<file path="src/rtl/smpq_pkg.sv">
// ----------------------------------------------------------------------------
// smpq_pkg
// Shared constants and types for the sorted min priority queue.
// ----------------------------------------------------------------------------
package smpq_pkg;

    localparam int CAPACITY = 8;
    localparam int CNT_W    = $clog2(CAPACITY + 1);

    localparam logic [1:0] OP_ENQ  = 2'd0;
    localparam logic [1:0] OP_DEQ  = 2'd1;
    localparam logic [1:0] OP_PEEK = 2'd2;

    // per-cycle command broadcast to every cell
    typedef struct packed {
        logic enq;   // insert i_value in order
        logic deq;   // shift everything one place toward the head
    } t_cell_ctl;

endpackage

</file>
<file path="src/rtl/smpq_cell.sv">
// ----------------------------------------------------------------------------
// smpq_cell
// One slot of the sorted chain: holds an entry and shifts or inserts.
// ----------------------------------------------------------------------------
module smpq_cell (
    input  logic                    i_clk,
    input  smpq_pkg::t_cell_ctl     i_ctl,
    input  logic                    i_occupied,
    input  logic signed [31:0]      i_value,
    input  logic signed [31:0]      i_left_entry,
    input  logic                    i_left_gt,
    input  logic signed [31:0]      i_right_entry,
    output logic signed [31:0]      o_entry,
    output logic                    o_gt
);
    import smpq_pkg::*;

    logic signed [31:0] r_entry;
    logic signed [31:0] n_entry;

    // held entry is strictly greater than the incoming value
    assign o_gt    = i_occupied && (r_entry > i_value);
    assign o_entry = r_entry;

    always_comb begin
        n_entry = r_entry;
        if (i_ctl.enq) begin
            if (i_left_gt) begin
                n_entry = i_left_entry;     // make room: move right
            end else if (o_gt || !i_occupied) begin
                n_entry = i_value;          // insertion slot (or unused slot)
            end
        end else if (i_ctl.deq) begin
            n_entry = i_right_entry;
        end
    end

    always_ff @(posedge i_clk) begin
        r_entry <= n_entry;
    end

endmodule

</file>
<file path="src/rtl/sorted_min_priority_queue.sv">
// ----------------------------------------------------------------------------
// sorted_min_priority_queue
// Bounded ascending queue of signed 32-bit entries built as a chain of cells.
// ----------------------------------------------------------------------------
// Each accepted command's result is written into the output register.
// Throughput: one command per cycle while o_stall is low; every cell compares and shifts
//   in parallel, so insertion and removal both finish in the cycle of acceptance.
// Reset (i_rst_n low, synchronous): count goes to zero and the output register
//   empties; entry storage is not cleared, only slots below the count are read.
// ----------------------------------------------------------------------------
module sorted_min_priority_queue (
    input  logic               i_clk,
    input  logic               i_rst_n,
    // command channel
    input  logic               i_valid,
    output logic               o_stall,
    input  logic [1:0]         i_opcode,
    input  logic signed [31:0] i_value,
    // result channel
    output logic               o_valid,
    input  logic               i_stall,
    output logic signed [31:0] o_head_value,
    output logic               o_head_valid,
    output logic               o_dropped,
    output logic [6:0]         o_entry_count,
    output logic               o_is_full_flag,
    output logic               o_is_empty_flag
);
    import smpq_pkg::*;

    // ---------------- control state ----------------
    logic [CNT_W-1:0] r_count;
    logic [CNT_W-1:0] n_count;
    logic             r_out_valid;
    logic             n_out_valid;

    // ---------------- output payload ----------------
    logic signed [31:0] r_head_value;
    logic               r_head_valid;
    logic               r_dropped;
    logic [CNT_W-1:0]   r_out_count;

    logic       accept;
    logic       full;
    logic       empty;
    t_cell_ctl  ctl;

    // chain wiring
    logic signed [31:0] entry [CAPACITY];
    logic [CAPACITY-1:0] gt;
    logic [CAPACITY-1:0] occupied;

    // The result register parts the two channels: a new transaction is taken
    // whenever the register is empty or is being drained this cycle.
    assign o_stall = r_out_valid && i_stall;
    assign accept  = i_valid && !o_stall;

    assign full  = (r_count == CNT_W'(CAPACITY));
    assign empty = (r_count == '0);

    // Command decode; a full enqueue or empty dequeue leaves the chain alone.
    assign ctl.enq = accept && (i_opcode == OP_ENQ) && !full;
    assign ctl.deq = accept && (i_opcode == OP_DEQ) && !empty;

    always_comb begin
        n_count = r_count;
        if (ctl.enq) begin
            n_count = r_count + 1'b1;
        end else if (ctl.deq) begin
            n_count = r_count - 1'b1;
        end
    end

    // ---------------- cell chain ----------------
    // Slot 0 is the head. On insert, every slot whose left neighbor is greater than
    // the new value takes that neighbor's entry; the first greater slot (or the first
    // free slot) takes the new value. Equal entries stay ahead of the new one.
    for (genvar k = 0; k < CAPACITY; k++) begin : g_cell
        logic signed [31:0] left_entry;
        logic               left_gt;
        logic signed [31:0] right_entry;

        assign occupied[k] = (CNT_W'(k) < r_count);

        if (k == 0) begin : g_head
            assign left_entry = i_value;
            assign left_gt    = 1'b0;
        end else begin : g_body
            assign left_entry = entry[k-1];
            assign left_gt    = gt[k-1];
        end

        if (k == CAPACITY - 1) begin : g_tail
            assign right_entry = entry[k];
        end else begin : g_mid
            assign right_entry = entry[k+1];
        end

        smpq_cell u_cell (
            .i_clk         (i_clk),
            .i_ctl         (ctl),
            .i_occupied    (occupied[k]),
            .i_value       (i_value),
            .i_left_entry  (left_entry),
            .i_left_gt     (left_gt),
            .i_right_entry (right_entry),
            .o_entry       (entry[k]),
            .o_gt          (gt[k])
        );
    end

    // ---------------- result register ----------------
    always_comb begin
        n_out_valid = r_out_valid && i_stall;
        if (accept) begin
            n_out_valid = 1'b1;
        end
    end

    always_ff @(posedge i_clk) begin
        if (!i_rst_n) begin
            r_count     <= '0;
            r_out_valid <= 1'b0;
        end else begin
            r_count     <= n_count;
            r_out_valid <= n_out_valid;
        end
    end

    // Peek and dequeue report the head as it stood before the command.
    always_ff @(posedge i_clk) begin
        if (accept) begin
            r_head_valid <= ((i_opcode == OP_DEQ) || (i_opcode == OP_PEEK)) && !empty;
            r_head_value <= (((i_opcode == OP_DEQ) || (i_opcode == OP_PEEK)) && !empty)
                            ? entry[0] : 32'sd0;
            r_dropped    <= (i_opcode == OP_ENQ) && full;
            r_out_count  <= n_count;
        end
    end

    assign o_valid         = r_out_valid;
    assign o_head_value    = r_head_value;
    assign o_head_valid    = r_head_valid;
    assign o_dropped       = r_dropped;
    assign o_entry_count   = 7'(r_out_count);
    assign o_is_full_flag  = (r_out_count == CNT_W'(CAPACITY));
    assign o_is_empty_flag = (r_out_count == '0);

endmodule

</file>
<file path="config.mk">
export PLATFORM = sky130hd
export DESIGN_NAME = sorted_min_priority_queue
export DESIGN_NICKNAME = d
export VERILOG_FILES = /design/src/rtl/smpq_pkg.sv /design/src/rtl/smpq_cell.sv /design/src/rtl/sorted_min_priority_queue.sv
export SDC_FILE = /design/constraint.sdc
export NUM_CORES = 1
export LEC_CHECK = 0
export ABC_CLOCK_PERIOD_IN_PS = 3800
export BUFFER_PORTS_ARGS = -buffer_cell sky130_fd_sc_hd__buf_2
export CAP_MARGIN = 30
export CORE_MARGIN = 4
export CORE_UTILIZATION = 26
export CTS_BUF_LIST = sky130_fd_sc_hd__clkbuf_8
export CTS_CLUSTER_DIAMETER = 150
export DETAILED_ROUTE_END_ITERATION = 6
export GPL_ROUTABILITY_DRIVEN = 0
export PLACE_DENSITY = 0.5
export SETUP_SLACK_MARGIN = 0.15
export SYNTH_ARGS = -nofsm -noshare
export SYNTH_HDL_FRONTEND = slang
export SYNTH_HIERARCHICAL = 1
export SYNTH_SLANG_ARGS = --single-unit
</file>
<file path="constraint.sdc">
create_clock -name i_clk -period 3.8 [get_ports i_clk]
set_input_delay 0.76 -clock i_clk [delete_from_list [all_inputs] [get_ports i_clk]]
set_output_delay 0.76 -clock i_clk [all_outputs]
set_load 0.01 [all_outputs]
</file>
==> key figures, run 1 <==
Detailed routing
  – DRC viols: 0
  – DRT iter0 DRCs: roughly 1200
  – Vias/cell: 4.77
  – Routed wire length: 59000 microns
  – First-pass iteration count of the detailed router: 5
  – Vias: 16700
  – Remaining antenna violation count: 0
  – Drt wl/cell: 16.8 microns

Timing
  – Crit path time final: around 3500 ps
  – Worst-Margin Slew: 935 ps
  – Final number of hold-violating endpoints: 0
  – Relative slew slack: 0.377
  – RSZ-0062 raised after global routing: no
  – Final Cycle Share: 0.920
  – Fin. max-slew vios: 0
  – Clk_skew: around 36 ps
  – Worst Slack Setup Final: ~300 ps
  – Final Setup Violations: 0
  – Fmax: 286 MHz

Global route
  – Total track usage: 0.130
  – Initial antenna violation count: 10
  – First-pass GRT wire length: ~94000 microns
  – Largest net degree at the start of global routing: 161
  – Grt total ovfl: 0
  – Number of global-route vias before repair: roughly 17000

Floorplanning
  – IO Count: between 80 and 90
  – Die footprint: between 80000 and 90000 sq um
  – Die W: 298 microns
  – Num rows: about 110
  – Initial Utilization: 0.262
  – Die height: 298 microns
  – CORE AREA: 83600 sq um

Run status
  – Status: complete, no violations

Clock tree
  – Post-CTS setup buffers: 0
  – Htree depth: 2
  – Skew-Pair Late Insertion Delay: 660 ps
  – Clk root buf: clkbuf_8
  – # clock sinks: 299
  – Num CTS Buffers: 56
  – Clock tree buffer depth: 3
  – CTS tree: yes
  – Clk slew on worst S/H paths: around 50 ps

Layout
  – Most common cell after layout, fill and taps aside: a21oi_1
  – Multi-input logic area: between 10000 and 15000 sq um
  – Sequential cell area: about 8900 sq um
  – Net count, final: around 2700
  – Commonest non-fill, non-tap cells in the layout: a21oi_1, edfxtp_1, inv_1
  – Layout cells sized above 1: 0.121
  – P&R area growth vs syn: 15.7%
  – Utilization after layout: 0.303
  – # fillers: between 8000 and 9000

Synth
  – Synthesis Warnings: 6
  – Mapped cell area: between 20000 and 25000 sq um
  – Syn Inst Count: about 2300
  – Mean Syn Cell Area: 9.72 sq um

Power
  – Worst vdd ir: 0.181 mV
  – Pleak: 10.5 nW
  – Pwr/cell area: approximately 350 nW/um^2

Setup path
  – Critical path class: primary input to register
  – Setup crit start kind: primary input
  – Crit Path Max Fanout: 16
  – CP Data Required Time: ~4100 ps
  – Worst Setup End Kind: register
  – WP data arrival: 3840 ps

Placed design
  – DP Worst Slack: -288 ps
  – I/O Buffers: 79
  – Post-DP HPWL: between 40000 and 50000 microns

Flow run
  – Max_cap viols: 0

Min path
  – Hold Path Class: primary input to register
state kept, by name, summed over array words and instances, names as in the netlist:
name and cells:
g_cell.u_cell/o_entry 256, o_head_value 32, r_count 4, r_out_count 4, o_dropped 1, o_head_valid 1
o_valid 1
what timing repair did:
action                     4_1_cts  5_1_grt
gates resized for setup          0        1
setup endpoints to repair        0        1
hold buffers                     0        0
power by group:
group          internal [W]  switching [W]  total, W
logic              0.000728        0.00109   0.00182
clock network       0.00137        0.00141   0.00278
registers           0.00397       0.000224   0.00419
total               0.00607        0.00272   0.00879
metal layers:
layer / up-vias / global-route usage / share of wire / routed length (microns)
met5: - / 0 / 0.00036 / 21
met4: 4 / 0.0460 / 0.033 / 1930
met3: 103 / 0.0219 / 0.046 / 2730
met2: 341 / 0.209 / 0.45 / 26700
met1: 7830 / 0.176 / 0.47 / 27700
li1: 8453 / - / - / -
worst max-delay path, cell delays in order:
cell and delay [ps]:
buf_2 310, inv_1 80, ha_1 340, nand4_1 220, a2111oi_0 670, buf_4 210
o31a_1 280, o2111ai_2 160, o41ai_4 100, buf_4 360, mux2i_1 230, a21oi_1 80
per-stage QoR:
step                      TNS [ps]  hold WS (ps)  cell area [sq um]  total power [W]  cells
final                            0           348              25300          0.00879   3509
after global routing             0           308              25300          0.00935   3505
after CTS                        0           278              25300          0.00896   3502
after detailed placement    -51480           561              24300          0.00608   3404
after global placement      -45930           547              24300          0.00600   3404
after floorplan                  0           508              22000          0.00537   2253
worst paths after layout:
path	startpoint	end	slack (ps)	cells after the start
worst min-delay path	i_valid	o_valid	350	2
worst max register to register	g_cell[5].u_cell/o_entry[14]	g_cell[6].u_cell/o_entry[2]	370	10
worst max-delay path	i_value[14]	g_cell[6].u_cell/o_entry[2]	300	12
worst min register to register	r_count[0]	r_count[0]	570	2
layout make-up:
cell class	instances	area share
multi-input combinational	1585	0.462
clock buffer	57	0.0310
antenna	7	0.000692
sequential	299	0.353
tap	1080	0.0534
clock inverter	41	0.00653
inverter	269	0.0399
timing repair buffer	171	0.0538
(Power assumes the default switching activity.)
==> inputs of run 2 (changes only) <==
GPL_ROUTABILITY_DRIVEN = not set   (was 0)
RECOVER_POWER = 100   (was not set)
==> run 2 against run 1 <==
  * The run now ends with max-capacitance violations, max-slew violations left
  * Non-clock buffer count unchanged
  * Sequential power about the same
  * Largest power group unchanged
  * Worst hold slack improved by 7.6 ps
  * Critical path type unchanged
  * Global-route usage unchanged
  * Power decreased by 0.31%
==> key figures, run 2 (synthesis results as in run 1) <==
Run status
  – Status: finished, violations left
  – Violated checks: max-capacitance violations, max-slew violations

Clock tree
  – Htree depth: 2
  – Clk root buf: clkbuf_8
  – Post-CTS setup buffers: 0
  – Skew-Pair Late Insertion Delay: 650 ps
  – Hold Buf Count CTS: 0
  – Clk slew on worst S/H paths: roughly 60 ps
  – CTS tree: yes
  – Num CTS Buffers: 56
  – Clock tree buffer depth: 3
  – # clock sinks: about 300

Detailed routing
  – Vias/cell: about 4.8
  – Remaining antenna violation count: 0
  – Vias: ~17000
  – DRT iter0 DRCs: roughly 1100
  – Drt wl/cell: about 17 microns
  – First-pass iteration count of the detailed router: 5
  – DRC viols: 0
  – Routed wire length: 59100 microns

Placed design
  – I/O Buffers: 79
  – Dpl cell area: ~24000 sq um
  – GP Congestion: ~0.83
  – Post-DP HPWL: between 40000 and 50000 microns
  – DP Worst Slack: -288 ps
  – Dpl cells: about 3400

Timing
  – Worst Slack Setup Final: 291 ps
  – Final Cycle Share: 0.923
  – Worst-Margin Slew: ~2200 ps
  – Final number of hold-violating endpoints: 0
  – Fmax: ~280 MHz
  – Setup TNS: 0 ps
  – Clk_skew: 32.6 ps
  – Final Setup Violations: 0
  – RSZ-0062 raised after global routing: no
  – Relative slew slack: -0.496
  – Crit path time final: 3510 ps
  – Fin. max-slew vios: between 200 and 250

Setup path
  – Reg2Reg Depth: 11
  – CP Data Required Time: around 4100 ps
  – Setup crit start: i_value[14]
  – Crit path capture: g_cell[7].u_cell/o_entry[15]
  – Crit Path Max Fanout: 16
  – Reg-to-Reg End: g_cell[7].u_cell/o_entry[15]
  – WP data arrival: 3850 ps
  – Worst Setup End Kind: register
  – R2r setup slk: 370 ps
  – Critical path class: primary input to register
  – R2R Path Start: g_cell[6].u_cell/o_entry[1]
  – Setup crit start kind: primary input

Floorplanning
  – IO Count: 83
  – Num rows: approximately 110
  – Initial Utilization: 0.262
  – Die W: 298 microns
  – Die height: 298 microns
  – Die footprint: between 80000 and 90000 sq um
  – CORE AREA: 83600 sq um

Layout
  – Number of flip-flops in the largest register: between 200 and 300
  – Multi-input logic area: 11500 sq um
  – Sequential cell area: roughly 8900 sq um
  – Layout cells sized above 1: 0.0970
  – Non-Filler Instances: 3509
  – P&R area growth vs syn: 14.6%
  – Most common cell after layout, fill and taps aside: a21oi_1
  – Design area: 25100 sq um
  – # fillers: between 8000 and 9000
  – Net count, final: around 2700
  – Commonest non-fill, non-tap cells in the layout: a21oi_1, edfxtp_1, inv_1

Power
  – Clk pwr share: 0.318
  – Final total power: approximately 0.0088 W
  – Share of power burned in registers: 0.479
  – Pwr/cell area: roughly 350 nW/um^2
  – Combinational power share: 0.204
  – NetSw: between 0.002 and 0.003 W
  – Net Sw Frac: 0.309
  – Pleak: 10.3 nW
  – Pint: about 0.0061 W
  – Worst vdd ir: approximately 0.18 mV

Global route
  – Grt total ovfl: 0
  – Largest net degree at the start of global routing: about 160
  – First-pass GRT wire length: 94200 microns
  – Total track usage: 0.130
  – Number of global-route vias before repair: approximately 17000
  – Initial antenna violation count: 10

Flow run
  – Max_cap viols: 2

Min path
  – Hold Path Class: primary input to register
==> run 2: cell types whose count changed in the layout (fill, tap and decap cells not counted), moves of 4 or more <==
cell	previous run	this run
nand3_4	7	3
buf_4	70	62
o41ai_4	7	2
clkbuf_1	0	46
nand3_1	25	29
buf_2	79	34
clkbuf_2	0	7
==> run 2: metal layers <==
layer	routed length, microns	track usage	vias up
met5	21	0	-
met4	1860	0.0460	4
met3	2590	0.0219	101
met2	26800	0.209	294
met1	27900	0.176	7852
li1	-	-	8453
==> run 2: worst min path at each step <==
stage,to,start,depth (start not counted)
after detailed placement,r_count[0],r_count[0],2
after global routing,o_valid,i_valid,2
final,o_valid,i_valid,2
after CTS,o_valid,i_valid,2
after floorplan,r_count[0],r_count[0],2
after global placement,r_count[0],r_count[0],2
==> run 2: what timing repair did <==
action | in CTS | in global routing
resized for setup | 0 | 1
hold endpoints to repair | 0 | 0
setup endpoints to repair | 0 | 1
==> run 2: worst max-delay path: stages <==
cell,delay (ps)
buf_2,310
inv_1,90
ha_1,320
nand4_1,190
a2111oi_0,570
buf_4,200
o31a_1,240
o2111ai_2,130
o41ai_2,100
clkbuf_2,530
mux2i_1,290
a21oi_1,100
==> run 2: power groups by stage <==
| stage | Combinational, W | Clock, W | Sequential, W |
|---|---|---|---|
| 2_1_floorplan | 0.00119 | 0 | 0.00417 |
| 3_3_place_gp | 0.00175 | 0 | 0.00425 |
| 3_5_place_dp | 0.00182 | 0 | 0.00426 |
| 4_1_cts | 0.00183 | 0.00294 | 0.00419 |
| 5_1_grt | 0.00202 | 0.00307 | 0.00423 |
| 6_report | 0.00178 | 0.00278 | 0.00420 |
==> run 2: layout make-up <==
class / instances / area share
diodes: 7 / 0.000699
flip-flops and latches: 299 / 0.356
multi-input cells: 1585 / 0.460
well taps: 1080 / 0.0539
clock buffers: 57 / 0.0313
inverters: 269 / 0.0403
repair buffers: 171 / 0.0502
clock inverters: 41 / 0.00659
==> run 2: per-stage QoR <==
stage	hold WS [ps]	util
2_1_floorplan	508	-
3_3_place_gp	547	0.291
3_5_place_dp	561	0.291
4_1_cts	278	0.303
5_1_grt	309	0.300
6_report	356	0.300
